**src/hw/rtl/lpfp_pkg.sv**
```systemverilog
`timescale 1ns / 1ps
// Shared types and constants of the length-prefixed field parser.
// No dependencies; every other file of the block imports this package.

package lpfp_pkg;

    // Largest size byte that still counts as a valid count of length bytes.
    localparam int MAX_LENGTH_BYTES = 8;
    // Position of a length byte inside the little-endian length word (0..7).
    localparam int LEN_POS_W        = 3;
    localparam int LEN_LEFT_W       = 4;

    localparam int BYTE_W           = 8;
    localparam int FIELD_NUM_W      = 16;
    localparam int VALUE_LEN_W      = 32;

    // Configuration register indexes.
    localparam int CFG_INDEX_W      = 1;
    localparam logic [CFG_INDEX_W-1:0] REG_EMPTY_MARKER     = 1'b0;
    localparam logic [CFG_INDEX_W-1:0] REG_MAX_VALUE_LENGTH = 1'b1;
    localparam logic [BYTE_W-1:0]      EMPTY_MARKER_RST     = 8'h00;
    localparam logic [VALUE_LEN_W-1:0] MAX_VALUE_LENGTH_RST = 32'hFFFF_FFFF;

    // Result queue between the parser and the output port (power of two).
    localparam int QUEUE_DEPTH      = 4;
    localparam int QUEUE_PTR_W      = $clog2(QUEUE_DEPTH);
    localparam int QUEUE_CNT_W      = $clog2(QUEUE_DEPTH + 1);

    typedef logic [BYTE_W-1:0]      byte_val_t;
    typedef logic [FIELD_NUM_W-1:0] field_num_t;
    typedef logic [VALUE_LEN_W-1:0] value_len_t;
    typedef logic [CFG_INDEX_W-1:0] cfg_index_t;

    typedef enum logic [1:0] {
        ERR_OK        = 2'd0,
        ERR_SIZE_BYTE = 2'd1,
        ERR_LENGTH    = 2'd2,
        ERR_TRUNCATED = 2'd3
    } err_code_t;

    typedef enum logic [3:0] {
        PH_SIZE = 4'b0001,
        PH_LEN  = 4'b0010,
        PH_VAL  = 4'b0100,
        PH_ERR  = 4'b1000
    } phase_t;

    typedef struct packed {
        byte_val_t  value_byte;
        field_num_t field_number;
        logic       field_empty;
        logic       field_end;
        err_code_t  error_code;
    } result_t;

endpackage

```
**src/hw/rtl/lpfp_if.sv**
```systemverilog
`timescale 1ns / 1ps
// Channel interfaces of the length-prefixed field parser: row bytes in,
// field results out, and the configuration write channel. Uses lpfp_pkg.

interface lpfp_row_if;
    import lpfp_pkg::*;

    logic      valid;
    logic      ready;
    byte_val_t row_byte;
    logic      row_last;

    modport source (output valid, output row_byte, output row_last, input ready);
    modport sink   (input valid, input row_byte, input row_last, output ready);
endinterface

interface lpfp_field_if;
    import lpfp_pkg::*;

    logic       valid;
    logic       ready;
    byte_val_t  value_byte;
    field_num_t field_number;
    logic       field_empty;
    logic       field_end;
    err_code_t  error_code;

    modport source (output valid, output value_byte, output field_number,
                    output field_empty, output field_end, output error_code,
                    input ready);
    modport sink   (input valid, input value_byte, input field_number,
                    input field_empty, input field_end, input error_code,
                    output ready);
endinterface

interface lpfp_cfg_if;
    import lpfp_pkg::*;

    logic       valid;
    logic       ready;
    cfg_index_t index;
    value_len_t data;

    modport source (output valid, output index, output data, input ready);
    modport sink   (input valid, input index, input data, output ready);
endinterface

```
**src/hw/rtl/lpfp_front.sv**
```systemverilog
`timescale 1ns / 1ps
// Parser front end: accepts row bytes, tracks the field phase and builds
// at most one result per byte. Holds the configuration registers.
// Depends on lpfp_pkg and lpfp_if.

module lpfp_front
(
    input  logic               clk,
    input  logic               rst_n,
    lpfp_row_if.sink           row,
    lpfp_cfg_if.sink           cfg,
    output logic               res_valid,
    output lpfp_pkg::result_t  res,
    input  logic               res_ready
);
    import lpfp_pkg::*;

    byte_val_t             empty_marker_reg;
    value_len_t            max_len_reg;

    phase_t                phase_reg,     phase_next;
    logic [LEN_LEFT_W-1:0] len_left_reg,  len_left_next;
    logic [LEN_POS_W-1:0]  len_pos_reg,   len_pos_next;
    value_len_t            len_acc_reg,   len_acc_next;
    logic                  len_high_reg,  len_high_next;
    value_len_t            val_left_reg,  val_left_next;
    field_num_t            field_cnt_reg, field_cnt_next;
    logic                  row_start_reg, row_start_next;

    logic       accept;
    logic       emit;
    result_t    res_c;
    field_num_t field_inc;
    value_len_t len_acc_merged;
    logic       len_high_merged;

    assign cfg.ready = 1'b1;
    assign row.ready = res_ready;
    assign accept    = row.valid && row.ready;

    always_ff @(posedge clk or negedge rst_n)
    begin
        if (!rst_n)
        begin
            empty_marker_reg <= EMPTY_MARKER_RST;
            max_len_reg      <= MAX_VALUE_LENGTH_RST;
        end
        else if (cfg.valid)
        begin
            unique case (cfg.index)
                REG_EMPTY_MARKER:     empty_marker_reg <= cfg.data[BYTE_W-1:0];
                REG_MAX_VALUE_LENGTH: max_len_reg      <= cfg.data;
                default:              ;
            endcase
        end
    end

    assign field_inc = (field_cnt_reg == '1) ? field_cnt_reg : field_cnt_reg + 1'b1;

    // Length bytes at positions four and above only matter for being non-zero,
    // since the maximum length fits in 32 bits.
    always_comb
    begin
        len_acc_merged  = len_acc_reg;
        len_high_merged = len_high_reg;
        if (len_pos_reg[LEN_POS_W-1])
        begin
            len_high_merged = len_high_reg || (row.row_byte != '0);
        end
        else
        begin
            len_acc_merged = len_acc_reg |
                (value_len_t'(row.row_byte) << {len_pos_reg[LEN_POS_W-2:0], 3'b000});
        end
    end

    always_comb
    begin
        phase_next     = phase_reg;
        len_left_next  = len_left_reg;
        len_pos_next   = len_pos_reg;
        len_acc_next   = len_acc_reg;
        len_high_next  = len_high_reg;
        val_left_next  = val_left_reg;
        field_cnt_next = field_cnt_reg;
        row_start_next = row_start_reg;

        emit               = 1'b0;
        res_c.value_byte   = '0;
        res_c.field_number = field_cnt_reg;
        res_c.field_empty  = 1'b0;
        res_c.field_end    = 1'b0;
        res_c.error_code   = ERR_OK;

        unique case (phase_reg)
            PH_SIZE:
            begin
                row_start_next = 1'b0;
                if (row.row_byte == empty_marker_reg)
                begin
                    // An empty marker opening the row is silent.
                    emit              = !row_start_reg;
                    res_c.field_empty = 1'b1;
                    res_c.field_end   = 1'b1;
                    field_cnt_next    = field_inc;
                end
                else if (row.row_byte > BYTE_W'(MAX_LENGTH_BYTES))
                begin
                    emit             = 1'b1;
                    res_c.field_end  = 1'b1;
                    res_c.error_code = ERR_SIZE_BYTE;
                    phase_next       = PH_ERR;
                end
                else if (row.row_byte == '0)
                begin
                    emit              = 1'b1;
                    res_c.field_empty = 1'b1;
                    res_c.field_end   = 1'b1;
                    field_cnt_next    = field_inc;
                end
                else
                begin
                    len_left_next = row.row_byte[LEN_LEFT_W-1:0];
                    len_pos_next  = '0;
                    len_acc_next  = '0;
                    len_high_next = 1'b0;
                    phase_next    = PH_LEN;
                end
            end
            PH_LEN:
            begin
                len_acc_next  = len_acc_merged;
                len_high_next = len_high_merged;
                len_pos_next  = len_pos_reg + 1'b1;
                len_left_next = len_left_reg - 1'b1;
                if (len_left_reg == LEN_LEFT_W'(1))
                begin
                    if (len_high_merged || (len_acc_merged > max_len_reg))
                    begin
                        emit             = 1'b1;
                        res_c.field_end  = 1'b1;
                        res_c.error_code = ERR_LENGTH;
                        phase_next       = PH_ERR;
                    end
                    else if (len_acc_merged == '0)
                    begin
                        emit              = 1'b1;
                        res_c.field_empty = 1'b1;
                        res_c.field_end   = 1'b1;
                        field_cnt_next    = field_inc;
                        phase_next        = PH_SIZE;
                    end
                    else
                    begin
                        val_left_next = len_acc_merged;
                        phase_next    = PH_VAL;
                    end
                end
            end
            PH_VAL:
            begin
                emit             = 1'b1;
                res_c.value_byte = row.row_byte;
                res_c.field_end  = (val_left_reg == VALUE_LEN_W'(1));
                val_left_next    = val_left_reg - 1'b1;
                if (val_left_reg == VALUE_LEN_W'(1))
                begin
                    field_cnt_next = field_inc;
                    phase_next     = PH_SIZE;
                end
            end
            PH_ERR:
            begin
                // Bytes are dropped until the end of the row.
            end
            default:
            begin
                phase_next = PH_SIZE;
            end
        endcase

        if (row.row_last)
        begin
            if ((phase_next == PH_LEN) || (phase_next == PH_VAL))
            begin
                if (!emit)
                begin
                    res_c.value_byte  = '0;
                    res_c.field_empty = 1'b0;
                end
                emit             = 1'b1;
                res_c.field_end  = 1'b1;
                res_c.error_code = ERR_TRUNCATED;
            end
            phase_next     = PH_SIZE;
            len_left_next  = '0;
            len_pos_next   = '0;
            len_acc_next   = '0;
            len_high_next  = 1'b0;
            val_left_next  = '0;
            field_cnt_next = '0;
            row_start_next = 1'b1;
        end
    end

    always_ff @(posedge clk or negedge rst_n)
    begin
        if (!rst_n)
        begin
            phase_reg     <= PH_SIZE;
            len_left_reg  <= '0;
            len_pos_reg   <= '0;
            len_acc_reg   <= '0;
            len_high_reg  <= 1'b0;
            val_left_reg  <= '0;
            field_cnt_reg <= '0;
            row_start_reg <= 1'b1;
        end
        else if (accept)
        begin
            phase_reg     <= phase_next;
            len_left_reg  <= len_left_next;
            len_pos_reg   <= len_pos_next;
            len_acc_reg   <= len_acc_next;
            len_high_reg  <= len_high_next;
            val_left_reg  <= val_left_next;
            field_cnt_reg <= field_cnt_next;
            row_start_reg <= row_start_next;
        end
    end

    assign res_valid = accept && emit;
    assign res       = res_c;

    a_error_closes_field: assert property (@(posedge clk) disable iff (!rst_n)
        (res_valid && (res.error_code != ERR_OK)) |-> (res.field_end && !res.field_empty))
        else $error("error result without field end");

    a_empty_is_blank: assert property (@(posedge clk) disable iff (!rst_n)
        (res_valid && res.field_empty) |-> (res.field_end && (res.value_byte == '0)))
        else $error("empty result carries data");

    a_row_end_restarts: assert property (@(posedge clk) disable iff (!rst_n)
        (accept && row.row_last) |=>
            ((phase_reg == PH_SIZE) && row_start_reg && (field_cnt_reg == '0)))
        else $error("row state not cleared after last byte");

    a_value_phase_count: assert property (@(posedge clk) disable iff (!rst_n)
        (phase_reg == PH_VAL) |-> (val_left_reg != '0))
        else $error("value phase with nothing left");

endmodule

```
**src/hw/rtl/lpfp_queue.sv**
```systemverilog
`timescale 1ns / 1ps
// Short result queue between the parser front end and the output port.
// Depends on lpfp_pkg.

module lpfp_queue
(
    input  logic               clk,
    input  logic               rst_n,
    input  logic               push_valid,
    output logic               push_ready,
    input  lpfp_pkg::result_t  push_data,
    output logic               pop_valid,
    input  logic               pop_ready,
    output lpfp_pkg::result_t  pop_data
);
    import lpfp_pkg::*;

    result_t                mem_reg [QUEUE_DEPTH];
    logic [QUEUE_PTR_W-1:0] wr_ptr_reg, wr_ptr_next;
    logic [QUEUE_PTR_W-1:0] rd_ptr_reg, rd_ptr_next;
    logic [QUEUE_CNT_W-1:0] count_reg,  count_next;
    logic                   push;
    logic                   pop;

    assign push_ready = (count_reg != QUEUE_CNT_W'(QUEUE_DEPTH));
    assign pop_valid  = (count_reg != '0);
    assign push       = push_valid && push_ready;
    assign pop        = pop_valid && pop_ready;
    assign pop_data   = mem_reg[rd_ptr_reg];

    // Depth is a power of two, so the pointers wrap on their own.
    always_comb
    begin
        wr_ptr_next = push ? wr_ptr_reg + 1'b1 : wr_ptr_reg;
        rd_ptr_next = pop  ? rd_ptr_reg + 1'b1 : rd_ptr_reg;
        count_next  = count_reg;
        if (push && !pop)
        begin
            count_next = count_reg + 1'b1;
        end
        else if (pop && !push)
        begin
            count_next = count_reg - 1'b1;
        end
    end

    always_ff @(posedge clk)
    begin
        if (push)
        begin
            mem_reg[wr_ptr_reg] <= push_data;
        end
    end

    always_ff @(posedge clk or negedge rst_n)
    begin
        if (!rst_n)
        begin
            wr_ptr_reg <= '0;
            rd_ptr_reg <= '0;
            count_reg  <= '0;
        end
        else
        begin
            wr_ptr_reg <= wr_ptr_next;
            rd_ptr_reg <= rd_ptr_next;
            count_reg  <= count_next;
        end
    end

    a_count_bounded: assert property (@(posedge clk) disable iff (!rst_n)
        count_reg <= QUEUE_CNT_W'(QUEUE_DEPTH))
        else $error("queue count beyond depth");

    a_ptr_gap: assert property (@(posedge clk) disable iff (!rst_n)
        (count_reg != QUEUE_CNT_W'(QUEUE_DEPTH)) |->
            (QUEUE_PTR_W'(wr_ptr_reg - rd_ptr_reg) == count_reg[QUEUE_PTR_W-1:0]))
        else $error("queue pointers disagree with count");

    a_no_lost_push: assert property (@(posedge clk) disable iff (!rst_n)
        (push && !pop) |=> (count_reg == $past(count_reg) + 1'b1))
        else $error("push not counted");

endmodule

```
**src/hw/rtl/length_prefixed_field_parser.sv**
```systemverilog
`timescale 1ns / 1ps
// Top level of the length-prefixed field parser: parser front end plus a
// result queue. Depends on lpfp_pkg, lpfp_if, lpfp_front and lpfp_queue.
//
//  Channel  Dir  Handshake     Payload
//  -------  ---  ------------  ------------------------------------------------
//  row      in   valid/ready   row_byte[7:0], row_last
//  field    out  valid/ready   value_byte[7:0], field_number[15:0], field_empty,
//                              field_end, error_code[1:0]
//  cfg      in   valid/ready   index[0:0], data[31:0] (ready is always high)
//
// One row byte is taken per cycle while the result queue has room; its result, if
// any, reaches the queue in the same cycle and can leave on the field channel in
// the next one. The front end stalls only when the four-entry result queue is full,
// so a stall on the field channel reaches the row channel only once the queue fills.
// Reset clears the parse state and the queue and loads the configuration
// registers with empty marker 0 and maximum value length 0xFFFFFFFF.

module length_prefixed_field_parser
(
    input  logic        clk,
    input  logic        rst_n,
    lpfp_row_if.sink    row,
    lpfp_field_if.source field,
    lpfp_cfg_if.sink    cfg
);
    import lpfp_pkg::*;

    logic    res_valid;
    logic    res_ready;
    result_t res;
    result_t out_data;

    // The front end classifies each byte by parse phase and builds the request
    // for the field channel; the configuration registers live in it too.
    lpfp_front u_front
    (
        .clk       (clk),
        .rst_n     (rst_n),
        .row       (row),
        .cfg       (cfg),
        .res_valid (res_valid),
        .res       (res),
        .res_ready (res_ready)
    );

    // The queue holds finished requests so that a stalled consumer does not
    // stop the parser at once.
    lpfp_queue u_queue
    (
        .clk        (clk),
        .rst_n      (rst_n),
        .push_valid (res_valid),
        .push_ready (res_ready),
        .push_data  (res),
        .pop_valid  (field.valid),
        .pop_ready  (field.ready),
        .pop_data   (out_data)
    );

    assign field.value_byte   = out_data.value_byte;
    assign field.field_number = out_data.field_number;
    assign field.field_empty  = out_data.field_empty;
    assign field.field_end    = out_data.field_end;
    assign field.error_code   = out_data.error_code;

endmodule

```
**src/flat_wrapper.sv**
```systemverilog
// flat-port wrapper written by rule: the top's interface ports become plain ports
module length_prefixed_field_parser_flat import lpfp_pkg::*;
  (clk, rst_n, row_valid, row_row_byte, row_row_last, row_ready, field_valid, field_value_byte, field_field_number, field_field_empty, field_field_end, field_error_code, field_ready, cfg_valid, cfg_index, cfg_data, cfg_ready);
  lpfp_row_if row_i ();
  lpfp_field_if field_i ();
  lpfp_cfg_if cfg_i ();
  input  logic clk;
  input  logic rst_n;
  input wire logic [$bits(row_i.valid)-1:0] row_valid;
  input wire logic [$bits(row_i.row_byte)-1:0] row_row_byte;
  input wire logic [$bits(row_i.row_last)-1:0] row_row_last;
  output wire logic [$bits(row_i.ready)-1:0] row_ready;
  output wire logic [$bits(field_i.valid)-1:0] field_valid;
  output wire logic [$bits(field_i.value_byte)-1:0] field_value_byte;
  output wire logic [$bits(field_i.field_number)-1:0] field_field_number;
  output wire logic [$bits(field_i.field_empty)-1:0] field_field_empty;
  output wire logic [$bits(field_i.field_end)-1:0] field_field_end;
  output wire logic [$bits(field_i.error_code)-1:0] field_error_code;
  input wire logic [$bits(field_i.ready)-1:0] field_ready;
  input wire logic [$bits(cfg_i.valid)-1:0] cfg_valid;
  input wire logic [$bits(cfg_i.index)-1:0] cfg_index;
  input wire logic [$bits(cfg_i.data)-1:0] cfg_data;
  output wire logic [$bits(cfg_i.ready)-1:0] cfg_ready;
  assign row_i.valid = row_valid;
  assign row_i.row_byte = row_row_byte;
  assign row_i.row_last = row_row_last;
  assign row_ready = row_i.ready;
  assign field_valid = field_i.valid;
  assign field_value_byte = field_i.value_byte;
  assign field_field_number = field_i.field_number;
  assign field_field_empty = field_i.field_empty;
  assign field_field_end = field_i.field_end;
  assign field_error_code = field_i.error_code;
  assign field_i.ready = field_ready;
  assign cfg_i.valid = cfg_valid;
  assign cfg_i.index = cfg_index;
  assign cfg_i.data = cfg_data;
  assign cfg_ready = cfg_i.ready;
  length_prefixed_field_parser u_core (.clk(clk), .rst_n(rst_n), .row(row_i), .field(field_i), .cfg(cfg_i));
endmodule
```
**config.mk**
```make
export PLATFORM = sky130hd
export DESIGN_NAME = length_prefixed_field_parser_flat
export DESIGN_NICKNAME = d
export VERILOG_FILES = /design/src/hw/rtl/lpfp_pkg.sv /design/src/hw/rtl/lpfp_if.sv /design/src/hw/rtl/lpfp_front.sv /design/src/hw/rtl/lpfp_queue.sv /design/src/hw/rtl/length_prefixed_field_parser.sv /design/src/flat_wrapper.sv
export SDC_FILE = /design/constraint.sdc
export NUM_CORES = 1
export LEC_CHECK = 0
export ABC_AREA = 1
export BUFFER_PORTS_ARGS = -buffer_cell sky130_fd_sc_hd__clkbuf_2
export CAP_MARGIN = 20
export CORE_MARGIN = 2
export CORE_UTILIZATION = 35
export DETAILED_ROUTE_END_ITERATION = 7
export PLACE_DENSITY_LB_ADDON = 0.15
export SYNTH_ARGS = -nofsm -noshare
export SYNTH_HDL_FRONTEND = slang
export SYNTH_SLANG_ARGS = --single-unit
```
**constraint.sdc**
```tcl
create_clock -name clk -period 6.1 [get_ports clk]
set_clock_uncertainty 0.05 [all_clocks]
set_input_delay 0.61 -clock clk [delete_from_list [all_inputs] [get_ports clk]]
set_output_delay 0.61 -clock clk [all_outputs]
set_load 0.01 [all_outputs]
```
* Yosys cells after proc, flatten, opt, wreduce, memory -nomap -nowiden *
Memories as Yosys holds them, arrays and structs flattened.
Cells that the tools add are included.

word-level totals
  register bits after elaboration = 140
  bits in latches = 0
  memory bits (writable) = 112
  bits in read-only memories = 0
  word-level logic and storage cells = 157
  memories kept = 1

cells by class
  add/subtract/negate cells = 8
  $mul = 0
  divide/modulo/power cells = 0
  $lt $le $gt $ge = 2
  equality and inequality tests = 21
  shift operators = 1
  multiplexer cells = 82
  bitwise gates (word level) = 2
  reductions and logical operators = 27

memories
  memory                  depth  width  read ports  clocked after Yosys merged registers in  write ports  RTL line          text
  u_core.u_queue.mem_reg  4      28     1           0                                        1            lpfp_queue.sv:18  result_t mem_reg [QUEUE_DEPTH];

operator list
  cell                     count
  $mux W32                 9
  $mux W16                 9
  $pmux W32 S2             2
  $mux W4                  14
  $pmux W16 S3             1
  $eq A32 B1 Y1 const B    1
  $gt A32 B32 Y1           1
  $logic_not A32 Y1        1
  $mux W8                  4
  $or A32 B32 Y32          1
  $shl A8 B5 Y32           1
  $sub A32 B1 Y32 const B  1
  $ne A3 B3 Y1 const B     9
  $mux W1                  24
  $mux W3                  7
  $add A16 B1 Y16 const B  1
  $eq A16 B16 Y1 const B   1
  $pmux W4 S4              1
  $reduce_and A5 Y1        2
  $reduce_bool A3 Y1       3
  $eq A4 B1 Y1 const B     2
  $eq A4 B2 Y1 const B     2
  $eq A4 B3 Y1 const B     2
  $eq A8 B8 Y1             1
  23 further kinds         43

* Longest topological paths before layout *
Gate-level depths: netlist of run 1.

  depth in word-level cells = 18
  gate-level depth with buffers = 28
  depth with buffers taken out = 28

* Hierarchy *
Synthesis of run 1 repeated with hierarchy kept, for this count alone.

second synthesis, totals
  cells, all modules = 1530
  area, all modules = 13424.1 sq um

by module, submodules not included
  module      instances  cells each  area each (sq um)  sequential area each (sq um)
  lpfp_front  1          1144        8436.8             3370.7
  lpfp_queue  1          386         4987.3             3538.4

* Worst setup path before layout of run 1 *
OpenSTA, ideal clock, no wires.

  path kind = input port to flip-flop
  from = in row_row_byte[1]
  to = mem u_core.u_queue.mem_reg[0][0] (netlist bit), enable pin
  setup time = 0.413 ns
  data arrival time = 3.506 ns
  setup slack = 2.131 ns
  cell stages on the path = 20
  path through = inv_1 > nor2_1 > a21oi_1 > inv_1 > ha_1 > nand2_1 > nand2_1 > nand2_1 > nand2_1 > nand2_1 > nand3_1 > a21oi_1 > nand2_1 > nand2_1 > nand4_1 > nand3_1 > nand2_1 > nand2_2 > nand2_2 > nor2_1

between the ends
  cells in the longest elaborated chain, start to end = 16

ends and longest elaborated chain
  what                                                 RTL line                              text
  start: declaration                                   flat_wrapper.sv:10                    input wire logic [$bits(row_i.row_byte)-1:0] row_row_byte;
  $shl A8 B5 Y32                                       lpfp_front.sv:73                      (value_len_t'(row.row_byte) << {len_pos_reg[LEN_POS_W-2:0], 3'b000});
  $or A32 B32 Y32                                      lpfp_front.sv:72                      len_acc_merged = len_acc_reg |
  $mux W32                                             lpfp_front.sv:66                      if (len_pos_reg[LEN_POS_W-1])
  $gt A32 B32 Y1 or $logic_not A32 Y1 (tied branches)  lpfp_front.sv:138, lpfp_front.sv:145
  $logic_or A1 B1 Y1 or $mux W3 (tied branches)        lpfp_front.sv:138, lpfp_front.sv:145
  $mux W4                                              lpfp_front.sv:138                     if (len_high_merged || (len_acc_merged > max_len_reg))
  $mux W4                                              lpfp_front.sv:136                     if (len_left_reg == LEN_LEFT_W'(1))
  $pmux W4 S4                                          lpfp_front.sv:95                      unique case (phase_reg)
  $eq A4 B2 Y1 or $eq A4 B3 Y1 (tied branches)         lpfp_front.sv:184                     if ((phase_next == PH_LEN) || (phase_next == PH_VAL))
  $logic_or A1 B1 Y1                                   lpfp_front.sv:184
  $mux W1                                              lpfp_front.sv:184
  $mux W1 (*)                                          lpfp_front.sv:182                     if (row.row_last)
  $logic_and A1 B1 Y1 (*)                              lpfp_front.sv:232                     assign res_valid = accept && emit;
  $logic_and A1 B1 Y1 (*)                              lpfp_queue.sv:27                      assign push = push_valid && push_ready;
  $mux W1 (*)                                          lpfp_queue.sv:49                      if (push)
  $mux W1 (not written as such) (*)                    lpfp_queue.sv:51                      mem_reg[wr_ptr_reg] <= push_data;
  end: declaration                                     lpfp_queue.sv:18

Every way passes the cells marked *; elsewhere a longest branch is shown, timed or not.

* Final worst setup path of run 1 *
  from = reg u_core.u_front.len_pos_reg[2]
  to = reg u_core.u_queue.count_reg[1]

RTL lines
  what                                                 RTL line                              text
  start: declaration                                   lpfp_front.sv:23                      logic [LEN_POS_W-1:0] len_pos_reg, len_pos_next;
  start signal: assignment                             lpfp_front.sv:223                     len_pos_reg <= len_pos_next;
  $mux W32                                             lpfp_front.sv:66
  $gt A32 B32 Y1 or $logic_not A32 Y1 (tied branches)  lpfp_front.sv:138, lpfp_front.sv:145
  $logic_or A1 B1 Y1 or $mux W3 (tied branches)        lpfp_front.sv:138, lpfp_front.sv:145
  $mux W4                                              lpfp_front.sv:138
  $mux W4                                              lpfp_front.sv:136
  $pmux W4 S4                                          lpfp_front.sv:95
  $eq A4 B2 Y1 or $eq A4 B3 Y1 (tied branches)         lpfp_front.sv:184
  $logic_or A1 B1 Y1                                   lpfp_front.sv:184
  $mux W1                                              lpfp_front.sv:184
  $mux W1 (*)                                          lpfp_front.sv:182
  $logic_and A1 B1 Y1 (*)                              lpfp_front.sv:232
  $logic_and A1 B1 Y1 (*)                              lpfp_queue.sv:27
  net u_core.u_queue.push                              lpfp_queue.sv:22                      logic push;
  $logic_and A1 B1 Y1 (*)                              lpfp_queue.sv:37                      if (push && !pop)
  $mux W3 (*)                                          lpfp_queue.sv:37
  net u_core.u_queue.count_next[1]                     lpfp_queue.sv:21                      logic [QUEUE_CNT_W-1:0] count_reg, count_next;
  end signal: assignment                               lpfp_queue.sv:67                      count_reg <= count_next;
  end: declaration                                     lpfp_queue.sv:21

Mark *: on every way through the listed nets, which the timed path passes. The rest lies on a longest branch.
A chain may end at the register's enable or synchronous reset.

==> qor.txt, run 1 <==
=================================================================================
Post-synth EDFFs                                                              112
Final Hold Vio Count                                                            0
Total power divided by cell area                                     385.1 nW/µm²
CP Buf/Inv Count                                                                3
Achievable frequency                                                   0.2178 GHz
Drt via density                                                             4.953
Post_cts resized                                                                0
Worst Path Arrival                                                        4.98 ns
Diode insertion count for antenna repair                                        0
Sum of negative setup slack                                                  0 ns
CTS root buf                                                         sky130_fd_sc_hd__clkbuf_16
Register area share after synthesis                                        53.48%
Worst Hold Slack                                                       0.06104 ns
HPWL after DPL                                                           23900 µm
Cell area after synthesis                                               12920 µm²
Vias in the first global route                                               9901
Fraction of met3 tracks used by global routing                             2.200%
Share of post-route cells with drive strength above 1                      13.70%
Standard cell core area                                                 36520 µm²
Leading cell type in the layout, fill and taps excluded              sky130_fd_sc_hd__nand2_1
Die X-Extent                                                             196.1 µm
P_leak                                                                   6.811 nW
Critical path, cell by cell                                          nor2_2, a21oi_1, inv_1, ha_1, a21oi_1, o21ai_0, nand2_1, nand2_1, a21oi_1, nand2_1, a21boi_0, nand2_1, a21oi_1, nand2_2, nand2_2, inv_1, ha_1, inv_1, fa_1, nor2_1, a21oi_1
Required time at the endpoint of the critical path                        6.49 ns
Placed Cells incl. Taps                                                      1982
DRT Pass-1 Iters                                                                5
Cells after Synth                                                            1480
Wire length of the first global-routing pass                             55330 µm
DRC violation total after the first TritonRoute iteration                     666
Number of buffers added for setup after CTS                                     0
CTS tree                                                                     done
Top cell family by delay on the critical path                        simple AND/OR/NAND/NOR gates
Yosys warnings                                                                  0
Post-layout minimum cycle time                                           4.592 ns
CP max stage delay                                                        0.79 ns
Maximum number of buffers from clock root to sink                               3
Outcome                                                              finished, final reports clean
Initial cell density of the core                                           35.38%
Global Route met1 Usage                                                    24.46%
Max reg flops                                                                 112
Worst path most repeated cell                                        sky130_fd_sc_hd__a21oi_1
Via count of the routed design                                              10090
Hold-fix buffer count after cts                                                 0
Total design power                                                     0.005667 W
Routed WL per cell                                                       16.80 µm
Maximum number of pins on one net before global-route repair                   81
Post-synth ARST share                                                      55.56%
Die ar.                                                                 38470 µm²
Mean post-synth cell area                                               8.730 µm²
GR peak layer                                                                met2
Fin crit share                                                             75.28%
Floorplan die height                                                     196.1 µm
Total grt overflow                                                              0
Port Buf Inserts                                                               76
Startpoint class of the critical path                                   flip-flop
Unrepaired setup endpoints after global routing                             false
Number of H-tree levels                                                         1
Setup violation total in the final timing report                                0
Post-detailed-routing wire length                                        34220 µm
Peak supply drop                                                      0.0002201 V
Clock sinks                                                                   252
Worst-Margin Slew                                                       0.9913 ns
Slew margin rel.                                                           33.84%
Latest clock arrival within the worst-skew pair                           0.55 ns
Total count of max-transition violations in the final report                    0
Max Cap Violations                                                              0
Crit path kind                                                       flip-flop to flip-flop
Number of antenna violations at the first check in global routing               0
Maximum fanout count along the critical path                                   21
Final std cells w/o fill                                                     2037
Path category of the worst min-delay check                           input port to async pin
Main flop type after synthesis                                       sky130_fd_sc_hd__edfxtp_1
Count of distinct cell types in the synthesized netlist                        45
Routability congestion estimate from global placement                      0.8984
Setup slack at placement                                                 1.509 ns
Nets                                                                         1637
Count of antenna-violating nets left after detailed routing                     0
Register clock-pin slew on the reported worst setup and hold paths        0.06 ns
Number of synthesized register bits                                           252
Final setup slack of the worst path                                      1.508 ns
Tot GR Track Use                                                           18.05%
Number of buffers created by CTS                                               29
Area growth from synthesis to final layout                                 13.91%
Most frequent cells in the layout                                    246 x sky130_fd_sc_hd__nand2_1, 228 x sky130_fd_sc_hd__nor2_1, 173 x sky130_fd_sc_hd__inv_1
Met2 Resource Use GR                                                       30.32%
Synthesized net count                                                        1571
CP Capture Type                                                         flip-flop
Total DRC errors in the routed layout                                           0
Number of placed I/O pins                                                      78
Master of the slowest instance on the critical path                  sky130_fd_sc_hd__nor2_2
Std cell rows                                                                  70
=================================================================================
[cell families (layout without fill, tap and decap cells)]
family,Yosys count,after routing,share of synthesized area [%]
AND/OR/NAND/NOR,602,602,19.33
AO/OA/AOI/OAI,310,310,13.11
flip-flops,252,252,53.48
buffers and inverters,238,327,7.496
adder cells (fa/ha/maj),44,44,4.319
XOR/XNOR,33,33,2.237
other,1,1,0.02903
[per-layer routing]
layer / up-vias / wire [µm]
li1: 5042 / -
met1: 4754 / 15930
met2: 237 / 15990
met3: 57 / 1395
met4: 0 / 909
met5: - / 0
[per-stage QoR]
stage | cell area (µm²) | util [%]
finish | 14720 | 40.29
global route | 14720 | 40.29
CTS | 14700 | 40.24
detailed placement | 13730 | 37.60
global placement | 13730 | 37.60
floorplan | 12920 | -
[synthesized netlist by cell type, drive strengths merged (3+ instances only)]
master / n / area, µm²
nand2: 253 / 969.7
nor2: 237 / 904.6
inv: 183 / 689.4
o21ai: 158 / 798.3
edfxtp: 112 / 3363
dfrtp: 106 / 2653
a21oi: 94 / 511.7
nand3: 52 / 275.3
ha: 43 / 538.0
clkbuf: 35 / 131.4
o22ai: 35 / 219.0
dfstp: 34 / 893.4
nor3: 34 / 185.2
xor2: 22 / 192.7
buf: 20 / 147.6
nand4: 18 / 112.6
a31oi: 14 / 93.84
xnor2: 11 / 96.34
nor4: 5 / 31.28
or2: 3 / 18.77
[where the power goes]
group | internal (W) | total [W] | switching, W
clock network | 0.00107 | 0.00175 | 0.000681
registers | 0.00209 | 0.00223 | 0.000134
logic | 0.000532 | 0.00169 | 0.00116
[worst paths after layout]
path	to	slack, ns	start	cells past startpoint
worst max register to register	u_core.u_queue.count_reg[1]	1.51	u_core.u_front.len_pos_reg[2]	21
max in group asynchronous	u_core.u_front.empty_marker_reg[2]	4.66	rst_n	2
worst min-delay path	u_core.u_front.val_left_reg[31]	0.06	rst_n	1
worst min register to register	u_core.u_front.row_start_reg	0.43	u_core.u_front.row_start_reg	2
min in group clk	u_core.u_front.max_len_reg[21]	0.22	cfg_data[21]	3
worst max-delay path	u_core.u_queue.count_reg[1]	1.51	u_core.u_front.len_pos_reg[2]	21
[layout make-up]
| class | instances | area, µm² |
|---|---|---|
| Sequential cell | 252 | 6909 |
| Inverter | 183 | 689.4 |
| Multi-Input combinational cell | 990 | 5064 |
| Timing Repair Buffer | 90 | 504.2 |
| Fill cell | 3692 | 21810 |
| Tap cell | 468 | 585.6 |
| Clock inverter | 8 | 125.1 |
| Clock buffer | 46 | 839.6 |
Power figures use the tool's default switching activity.
==> run 2, diff against run 1 <==
==> constraint.sdc (replaced) <==
create_clock -name clk -period 4.66 [get_ports clk]
set_clock_uncertainty 0.05 [all_clocks]
set_input_delay 0.466 -clock clk [delete_from_list [all_inputs] [get_ports clk]]
set_output_delay 0.466 -clock clk [all_outputs]
set_load 0.01 [all_outputs]
==> qor.txt, run 2 (synthesized netlist as in run 1, its figures left out) <==
=================================================================================
Count of antenna-violating nets left after detailed routing                     0   unchanged
Path category of the worst min-delay check                           input port to flip-flop   was input port to async pin
Total design power                                                     0.007533 W   was 0.005667 W
Floorplan die height                                                     196.1 µm   unchanged
Final design area excluding fillers                                     14880 µm²   was 14720 µm²
Initial cell density of the core                                           35.38%   unchanged
Total grt overflow                                                              0   unchanged
Std cell rows                                                                  70   unchanged
Latest clock arrival within the worst-skew pair                           0.58 ns   was 0.55 ns
Register clock-pin slew on the reported worst setup and hold paths        0.06 ns   about the same
Required time at the endpoint of the critical path                        5.06 ns   was 6.49 ns
Die ar.                                                                 38470 µm²   unchanged
Worst Hold Slack                                                       0.05167 ns   was 0.06104 ns
Post-detailed-routing wire length                                        35170 µm   was 34220 µm
Area growth from synthesis to final layout                                 15.20%   was 13.91%
Tot GR Track Use                                                           18.76%   was 18.05%
Slew margin rel.                                                           38.50%   was 33.84%
Combined flip-flop and latch cell area                                   6910 µm²   was 6909 µm²
Number of buffers added for setup after CTS                                     0   unchanged
Footprint of the multi-input gates                                       5075 µm²   was 5064 µm²
Placed Cells incl. Taps                                                      1993   was 1982
Crit path kind                                                       flip-flop to flip-flop   unchanged
Die X-Extent                                                             196.1 µm   unchanged
Max Cap Violations                                                              0   unchanged
CTS root buf                                                         sky130_fd_sc_hd__clkbuf_16   unchanged
Leading cell type in the layout, fill and taps excluded              sky130_fd_sc_hd__nand2_1   unchanged
Share of post-route cells with drive strength above 1                      14.60%   was 13.70%
Master of the slowest instance on the critical path                  sky130_fd_sc_hd__dfrtp_1   was sky130_fd_sc_hd__nor2_2
Routability congestion estimate from global placement                      0.8916   was 0.8984
Peak supply drop                                                      0.0003356 V   was 0.0002201 V
Clock sinks                                                                   252   unchanged
P_leak                                                                   6.889 nW   was 6.811 nW
Worst-Margin Slew                                                       0.9214 ns   was 0.9913 ns
DRC violation total after the first TritonRoute iteration                     669   was 666
Top cell family by delay on the critical path                        simple AND/OR/NAND/NOR gates   unchanged
Diode insertion count for antenna repair                                        0   unchanged
Maximum number of buffers from clock root to sink                               3   unchanged
Sum of negative setup slack                                                  0 ns   unchanged
Final Hold Vio Count                                                            0   unchanged
Global Route met1 Usage                                                    24.65%   was 24.46%
Max reg flops                                                                 112   unchanged
CP Capture Type                                                         flip-flop   unchanged
CP max stage delay                                                        0.41 ns   was 0.79 ns
Number of fill cells                                                         3684   was 3692
DRT Pass-1 Iters                                                                5   unchanged
Post-Place Cell Area                                                    13840 µm²   was 13730 µm²
Unrepaired setup endpoints after global routing                             false   unchanged
Achievable frequency                                                   0.2355 GHz   was 0.2178 GHz
Most frequent cells in the layout                                    246 x sky130_fd_sc_hd__nand2_1, 228 x sky130_fd_sc_hd__nor2_1, 173 x sky130_fd_sc_hd__inv_1   unchanged
Total DRC errors in the routed layout                                           0   unchanged
Startpoint class of the critical path                                   flip-flop   unchanged
CP Buf/Inv Count                                                                5   was 3
Number of buffers created by CTS                                               30   was 29
Maximum fanout count along the critical path                                   21   unchanged
Final std cells w/o fill                                                     2050   was 2037
Number of placed I/O pins                                                      78   unchanged
Worst Path Arrival                                                        4.65 ns   was 4.98 ns
Number of antenna violations at the first check in global routing               0   unchanged
HPWL after DPL                                                           24440 µm   was 23900 µm
Via count of the routed design                                              10243   was 10090
Number of H-tree levels                                                         1   unchanged
Wire length of the first global-routing pass                             56630 µm   was 55330 µm
Routed WL per cell                                                       17.16 µm   was 16.80 µm
Outcome                                                              finished, final reports clean   unchanged
Nets                                                                         1649   was 1637
Maximum number of pins on one net before global-route repair                   72   was 81
Standard cell core area                                                 36520 µm²   unchanged
Fraction of met3 tracks used by global routing                             3.748%   was 2.200%
Met2 Resource Use GR                                                       31.33%   was 30.32%
Port Buf Inserts                                                               76   unchanged
Total power divided by cell area                                     506.1 nW/µm²   was 385.1 nW/µm²
Critical path, cell by cell                                          inv_1, nor2_2, buf_4, a21oi_1, inv_1, ha_1, nand2_1, nor2_1, nand2_1, nor2_1, nand4_1, nand2_1, nand4_1, nand3_1, nand2_1, nand2_2, nand2_2, inv_1, ha_1, inv_1, fa_1, a21oi_1, o21ai_0, xor2_1   was nor2_2, a21oi_1, inv_1, ha_1, a21oi_1, o21ai_0, nand2_1, nand2_1, a21oi_1, nand2_1, a21boi_0, nand2_1, a21oi_1, nand2_2, nand2_2, inv_1, ha_1, inv_1, fa_1, nor2_1, a21oi_1
Drt via density                                                             4.997   was 4.953
Vias in the first global route                                              10162   was 9901
Fin crit share                                                             91.11%   was 75.28%
Post-layout minimum cycle time                                           4.246 ns   was 4.592 ns
Total count of max-transition violations in the final report                    0   unchanged
Setup violation total in the final timing report                                0   unchanged
GR peak layer                                                                met2   unchanged
CTS tree                                                                     done   unchanged
=================================================================================
run 2: through the flow:
stage | setup WS [ns] | util, %
final | 0.4143 | 40.75
after global routing | 0.08084 | 40.75
after CTS | 0.2682 | 40.72
after detailed placement | 0.2798 | 37.89
after global placement | 0.3350 | 37.89
after floorplan | 0.7093 | -
run 2: power by group:
part           total [W]  switching, W  internal (W)
registers        0.00292      0.000175       0.00274
clock network    0.00239      0.000934       0.00146
logic            0.00223       0.00152      0.000709
total            0.00753       0.00263       0.00490
run 2: path summary, 6_finish.rpt:
path                       cells past startpoint  slack, ns                               to                            from
setup / recovery                              24       0.41      u_core.u_queue.count_reg[2]   u_core.u_front.len_pos_reg[1]
hold / removal                                 3       0.05    u_core.u_front.max_len_reg[8]                     cfg_data[8]
setup reg to reg                              24       0.41      u_core.u_queue.count_reg[2]   u_core.u_front.len_pos_reg[1]
hold reg to reg                                2       0.43   u_core.u_front.max_len_reg[10]  u_core.u_front.max_len_reg[10]
max in group asynchronous                      3       3.12    u_core.u_front.len_pos_reg[0]                           rst_n
min in group asynchronous                      2       0.43  u_core.u_front.val_left_reg[12]                           rst_n
run 2: area by class of cell:
cell class	instances	share of cell area (%)
sequential	252	46.43
timing repair buffer	101	4.043
tap	468	3.934
clock buffer	48	5.901
clock inverter	8	0.9667
inverter	183	4.632
multi-input combinational	990	34.10
run 2: worst register-to-register path, cell delays in order, from the launching register on:
cell and delay, ns:
sky130_fd_sc_hd__dfrtp_1 0.41, sky130_fd_sc_hd__inv_1 0.09, sky130_fd_sc_hd__nor2_2 0.04, sky130_fd_sc_hd__buf_4 0.24, sky130_fd_sc_hd__a21oi_1 0.32, sky130_fd_sc_hd__inv_1 0.14
sky130_fd_sc_hd__ha_1 0.32, sky130_fd_sc_hd__nand2_1 0.07, sky130_fd_sc_hd__nor2_1 0.14, sky130_fd_sc_hd__nand2_1 0.12, sky130_fd_sc_hd__nor2_1 0.22, sky130_fd_sc_hd__nand4_1 0.18
sky130_fd_sc_hd__nand2_1 0.13, sky130_fd_sc_hd__nand4_1 0.11, sky130_fd_sc_hd__nand3_1 0.10, sky130_fd_sc_hd__nand2_1 0.11, sky130_fd_sc_hd__nand2_2 0.14, sky130_fd_sc_hd__nand2_2 0.13
sky130_fd_sc_hd__inv_1 0.09, sky130_fd_sc_hd__ha_1 0.14, sky130_fd_sc_hd__inv_1 0.06, sky130_fd_sc_hd__fa_1 0.37, sky130_fd_sc_hd__a21oi_1 0.14, sky130_fd_sc_hd__o21ai_0 0.11
sky130_fd_sc_hd__xor2_1 0.15
run 2: what timing repair did:
action                                  in CTS  in global routing
resized for setup                            0                  5
endpoints found under the hold margin       44                  0
endpoints found under the setup margin       0                  2
hold buffers                                 1                  0
run 2: per-layer routing:
layer	up-vias	routed length, µm
met3	67	1974
met1	4843	15820
met2	258	16410
li1	5075	-
met5	-	0
met4	0	970
==> run 3, diff against run 2 <==
==> constraint.sdc (replaced) <==
create_clock -name clk -period 3.9 [get_ports clk]
set_clock_uncertainty 0.05 [all_clocks]
set_input_delay 0.39 -clock clk [delete_from_list [all_inputs] [get_ports clk]]
set_output_delay 0.39 -clock clk [all_outputs]
set_load 0.01 [all_outputs]
==> qor.txt, run 3 (synthesized netlist as in run 1, its figures left out) <==
=================================================================================
Initial cell density of the core                                           35.38%   unchanged
Setup slack at placement                                               0.01027 ns   was 0.2798 ns
Count of antenna-violating nets left after detailed routing                     0   unchanged
Final Hold Vio Count                                                            0   unchanged
Number of placed I/O pins                                                      78   unchanged
Clock sinks                                                                   252   unchanged
Slew margin rel.                                                           38.81%   was 38.50%
Drt via density                                                             4.935   was 4.997
Reg-to-reg critical path endpoint                                    u_core.u_queue.count_reg[2]   unchanged
Final design area excluding fillers                                     15600 µm²   was 14880 µm²
Required time at the endpoint of the critical path                        4.30 ns   was 5.06 ns
Total grt overflow                                                              0   unchanged
Max Cap Violations                                                              0   unchanged
Post-layout minimum cycle time                                           3.736 ns   was 4.246 ns
Most frequent cells in the layout                                    243 x sky130_fd_sc_hd__nand2_1, 221 x sky130_fd_sc_hd__nor2_1, 163 x sky130_fd_sc_hd__inv_1   was 246 x sky130_fd_sc_hd__nand2_1, 228 x sky130_fd_sc_hd__nor2_1, 173 x sky130_fd_sc_hd__inv_1
Footprint of the multi-input gates                                       5226 µm²   was 5075 µm²
CP max stage delay                                                        0.41 ns   about the same
Die X-Extent                                                             196.1 µm   unchanged
Post-Place Cell Area                                                    14080 µm²   was 13840 µm²
Startpoint of the worst register-to-register path                    u_core.u_front.len_pos_reg[1]   unchanged
Unrepaired setup endpoints after global routing                              true   was false
Count of cells along the worst hold path                                        3   unchanged
HP Start                                                              cfg_data[3]   was cfg_data[8]
Leading cell type in the layout, fill and taps excluded              sky130_fd_sc_hd__nand2_1   unchanged
Outcome                                                              finished, final reports clean   unchanged
Number of fill cells                                                         3608   was 3684
Total DRC errors in the routed layout                                           0   unchanged
Number of buffers created by CTS                                               29   was 30
Final setup slack of the worst path                                     0.1636 ns   was 0.4143 ns
Share of post-route cells with drive strength above 1                      18.12%   was 14.60%
CTS tree                                                                     done   unchanged
Diode insertion count for antenna repair                                        0   unchanged
Standard cell core area                                                 36520 µm²   unchanged
Nets                                                                         1707   was 1649
Latest clock arrival within the worst-skew pair                           0.57 ns   was 0.58 ns
Critical path, cell by cell                                          inv_2, nor2_4, buf_12, a21oi_4, inv_2, ha_1, nand2_1, nor2_2, nand4_1, nor2_2, nand4_1, nand2_1, nand4_1, nand3_1, nand2_1, nand2_2, nand2_2, inv_1, ha_1, inv_1, fa_1, a21oi_1, o21ai_1, xor2_1   was inv_1, nor2_2, buf_4, a21oi_1, inv_1, ha_1, nand2_1, nor2_1, nand2_1, nor2_1, nand4_1, nand2_1, nand4_1, nand3_1, nand2_1, nand2_2, nand2_2, inv_1, ha_1, inv_1, fa_1, a21oi_1, o21ai_0, xor2_1
Setup violation total in the final timing report                                0   unchanged
Worst min-delay path endpoint                                        u_core.u_front.max_len_reg[3]   was u_core.u_front.max_len_reg[8]
CP Capture Type                                                         flip-flop   unchanged
Die ar.                                                                 38470 µm²   unchanged
DRT Pass-1 Iters                                                                5   unchanged
Startpoint class of the critical path                                   flip-flop   unchanged
Total power divided by cell area                                     578.8 nW/µm²   was 506.1 nW/µm²
Maximum number of buffers from clock root to sink                               3   unchanged
Flop-to-flop setup slack                                                  0.16 ns   was 0.41 ns
Wire length of the first global-routing pass                             56220 µm   was 56630 µm
Sum of negative setup slack                                                  0 ns   unchanged
Achievable frequency                                                   0.2676 GHz   was 0.2355 GHz
Number of H-tree levels                                                         1   unchanged
Total count of max-transition violations in the final report                    0   unchanged
Std cell rows                                                                  70   unchanged
Peak supply drop                                                      0.0003393 V   was 0.0003356 V
Path category of the worst min-delay check                           input port to flip-flop   unchanged
Maximum fanout count along the critical path                                    6   was 21
Worst-Margin Slew                                                       0.9179 ns   was 0.9214 ns
Vias in the first global route                                              10160   was 10162
Post-detailed-routing wire length                                        35530 µm   was 35170 µm
DRC violation total after the first TritonRoute iteration                     709   was 669
CTS root buf                                                         sky130_fd_sc_hd__clkbuf_16   unchanged
Combined flip-flop and latch cell area                                   6910 µm²   unchanged
Master of the slowest instance on the critical path                  sky130_fd_sc_hd__dfrtp_1   unchanged
Area growth from synthesis to final layout                                 20.72%   was 15.20%
P_leak                                                                   7.177 nW   was 6.889 nW
CP Buf/Inv Count                                                                5   unchanged
Worst Path Arrival                                                        4.14 ns   was 4.65 ns
Routability congestion estimate from global placement                      0.8579   was 0.8916
Total design power                                                     0.009028 W   was 0.007533 W
Floorplan die height                                                     196.1 µm   unchanged
Register clock-pin slew on the reported worst setup and hold paths        0.06 ns   about the same
Via count of the routed design                                              10397   was 10243
Number of antenna violations at the first check in global routing               0   unchanged
Tot GR Track Use                                                           18.57%   was 18.76%
Count of cells along the worst register-to-register path                       24   unchanged
Max reg flops                                                                 112   unchanged
Fin crit share                                                             95.81%   was 91.11%
Top cell family by delay on the critical path                        simple AND/OR/NAND/NOR gates   unchanged
Maximum number of pins on one net before global-route repair                   93   was 72
HPWL after DPL                                                           24620 µm   was 24440 µm
Port Buf Inserts                                                               76   unchanged
Worst Hold Slack                                                       0.02324 ns   was 0.05167 ns
Routed WL per cell                                                       16.86 µm   was 17.16 µm
Crit path kind                                                       flip-flop to flip-flop   unchanged
=================================================================================
run 3: changes by cell type in the layout (fill, tap and decap cells not counted), sizes merged:
cell	delta
buf	+30
dlygate4sd3	+27
clkbuf	-3
clkinv	+1
clkinvlp	+1
inv	+1
run 3: where the power goes:
part / leakage, nW / switching (W) / internal (W)
Clock: 0.475 / 0.00111 / 0.00167
Combinational: 3.88 / 0.00182 / 0.000914
Sequential: 2.83 / 0.000238 / 0.00327
Total: 7.18 / 0.00317 / 0.00585
run 3: worst min-delay path, delay by kind of cell:
kind                   cells  cell delay [ns]
AO/OA/AOI/OAI              1             0.09
buffers and inverters      2             0.14
run 3: worst max-delay path by stage:
stage                                   from                           end  slack, ns  cells past startpoint
2_1_floorplan  u_core.u_front.len_pos_reg[0]  u_core.u_queue.mem_reg[2][0]      -0.05                     18
3_3_place_gp   u_core.u_front.len_pos_reg[1]   u_core.u_queue.count_reg[2]       0.03                     24
3_5_place_dp   u_core.u_front.len_pos_reg[1]   u_core.u_queue.count_reg[2]       0.01                     24
4_1_cts        u_core.u_front.len_pos_reg[1]   u_core.u_queue.count_reg[2]       0.01                     24
5_1_grt        u_core.u_front.len_pos_reg[1]   u_core.u_queue.count_reg[2]      -0.04                     24
6_report       u_core.u_front.len_pos_reg[1]   u_core.u_queue.count_reg[2]       0.16                     24
run 3: final cells by class:
class / count / share of cell area, %
tap: 468 / 3.754
multi-input combinational: 990 / 33.51
sequential: 252 / 44.30
clock inverter: 11 / 0.9305
clock buffer: 43 / 5.310
timing repair buffer: 160 / 7.773
inverter: 183 / 4.420
run 3: routing by layer:
| layer | GRT usage [%] | vias to the layer above | wire length [µm] |
|---|---|---|---|
| li1 | - | 5183 | - |
| met3 | 2.819 | 70 | 1293 |
| met5 | 0 | - | 0 |
| met4 | 5.584 | 0 | 1095 |
| met1 | 24.92 | 4945 | 16470 |
| met2 | 31.11 | 199 | 16670 |
run 3: metrics by stage:
stage | util (%) | cells
finish | 42.71 | 2107
global route | 42.71 | 2107
CTS | 42.01 | 2101
detailed placement | 38.56 | 2019
global placement | 38.56 | 2019
floorplan | - | 1480
run 3: timing repair:
action | 4_1_cts | 5_1_grt
pin swaps | 0 | 19
hold buffers | 28 | 0
resized for setup | 1 | 53
buffers inserted | 0 | 4
setup endpoints to repair | 2 | 2
cloned | 0 | 2
endpoints found under the hold margin | 94 | 0
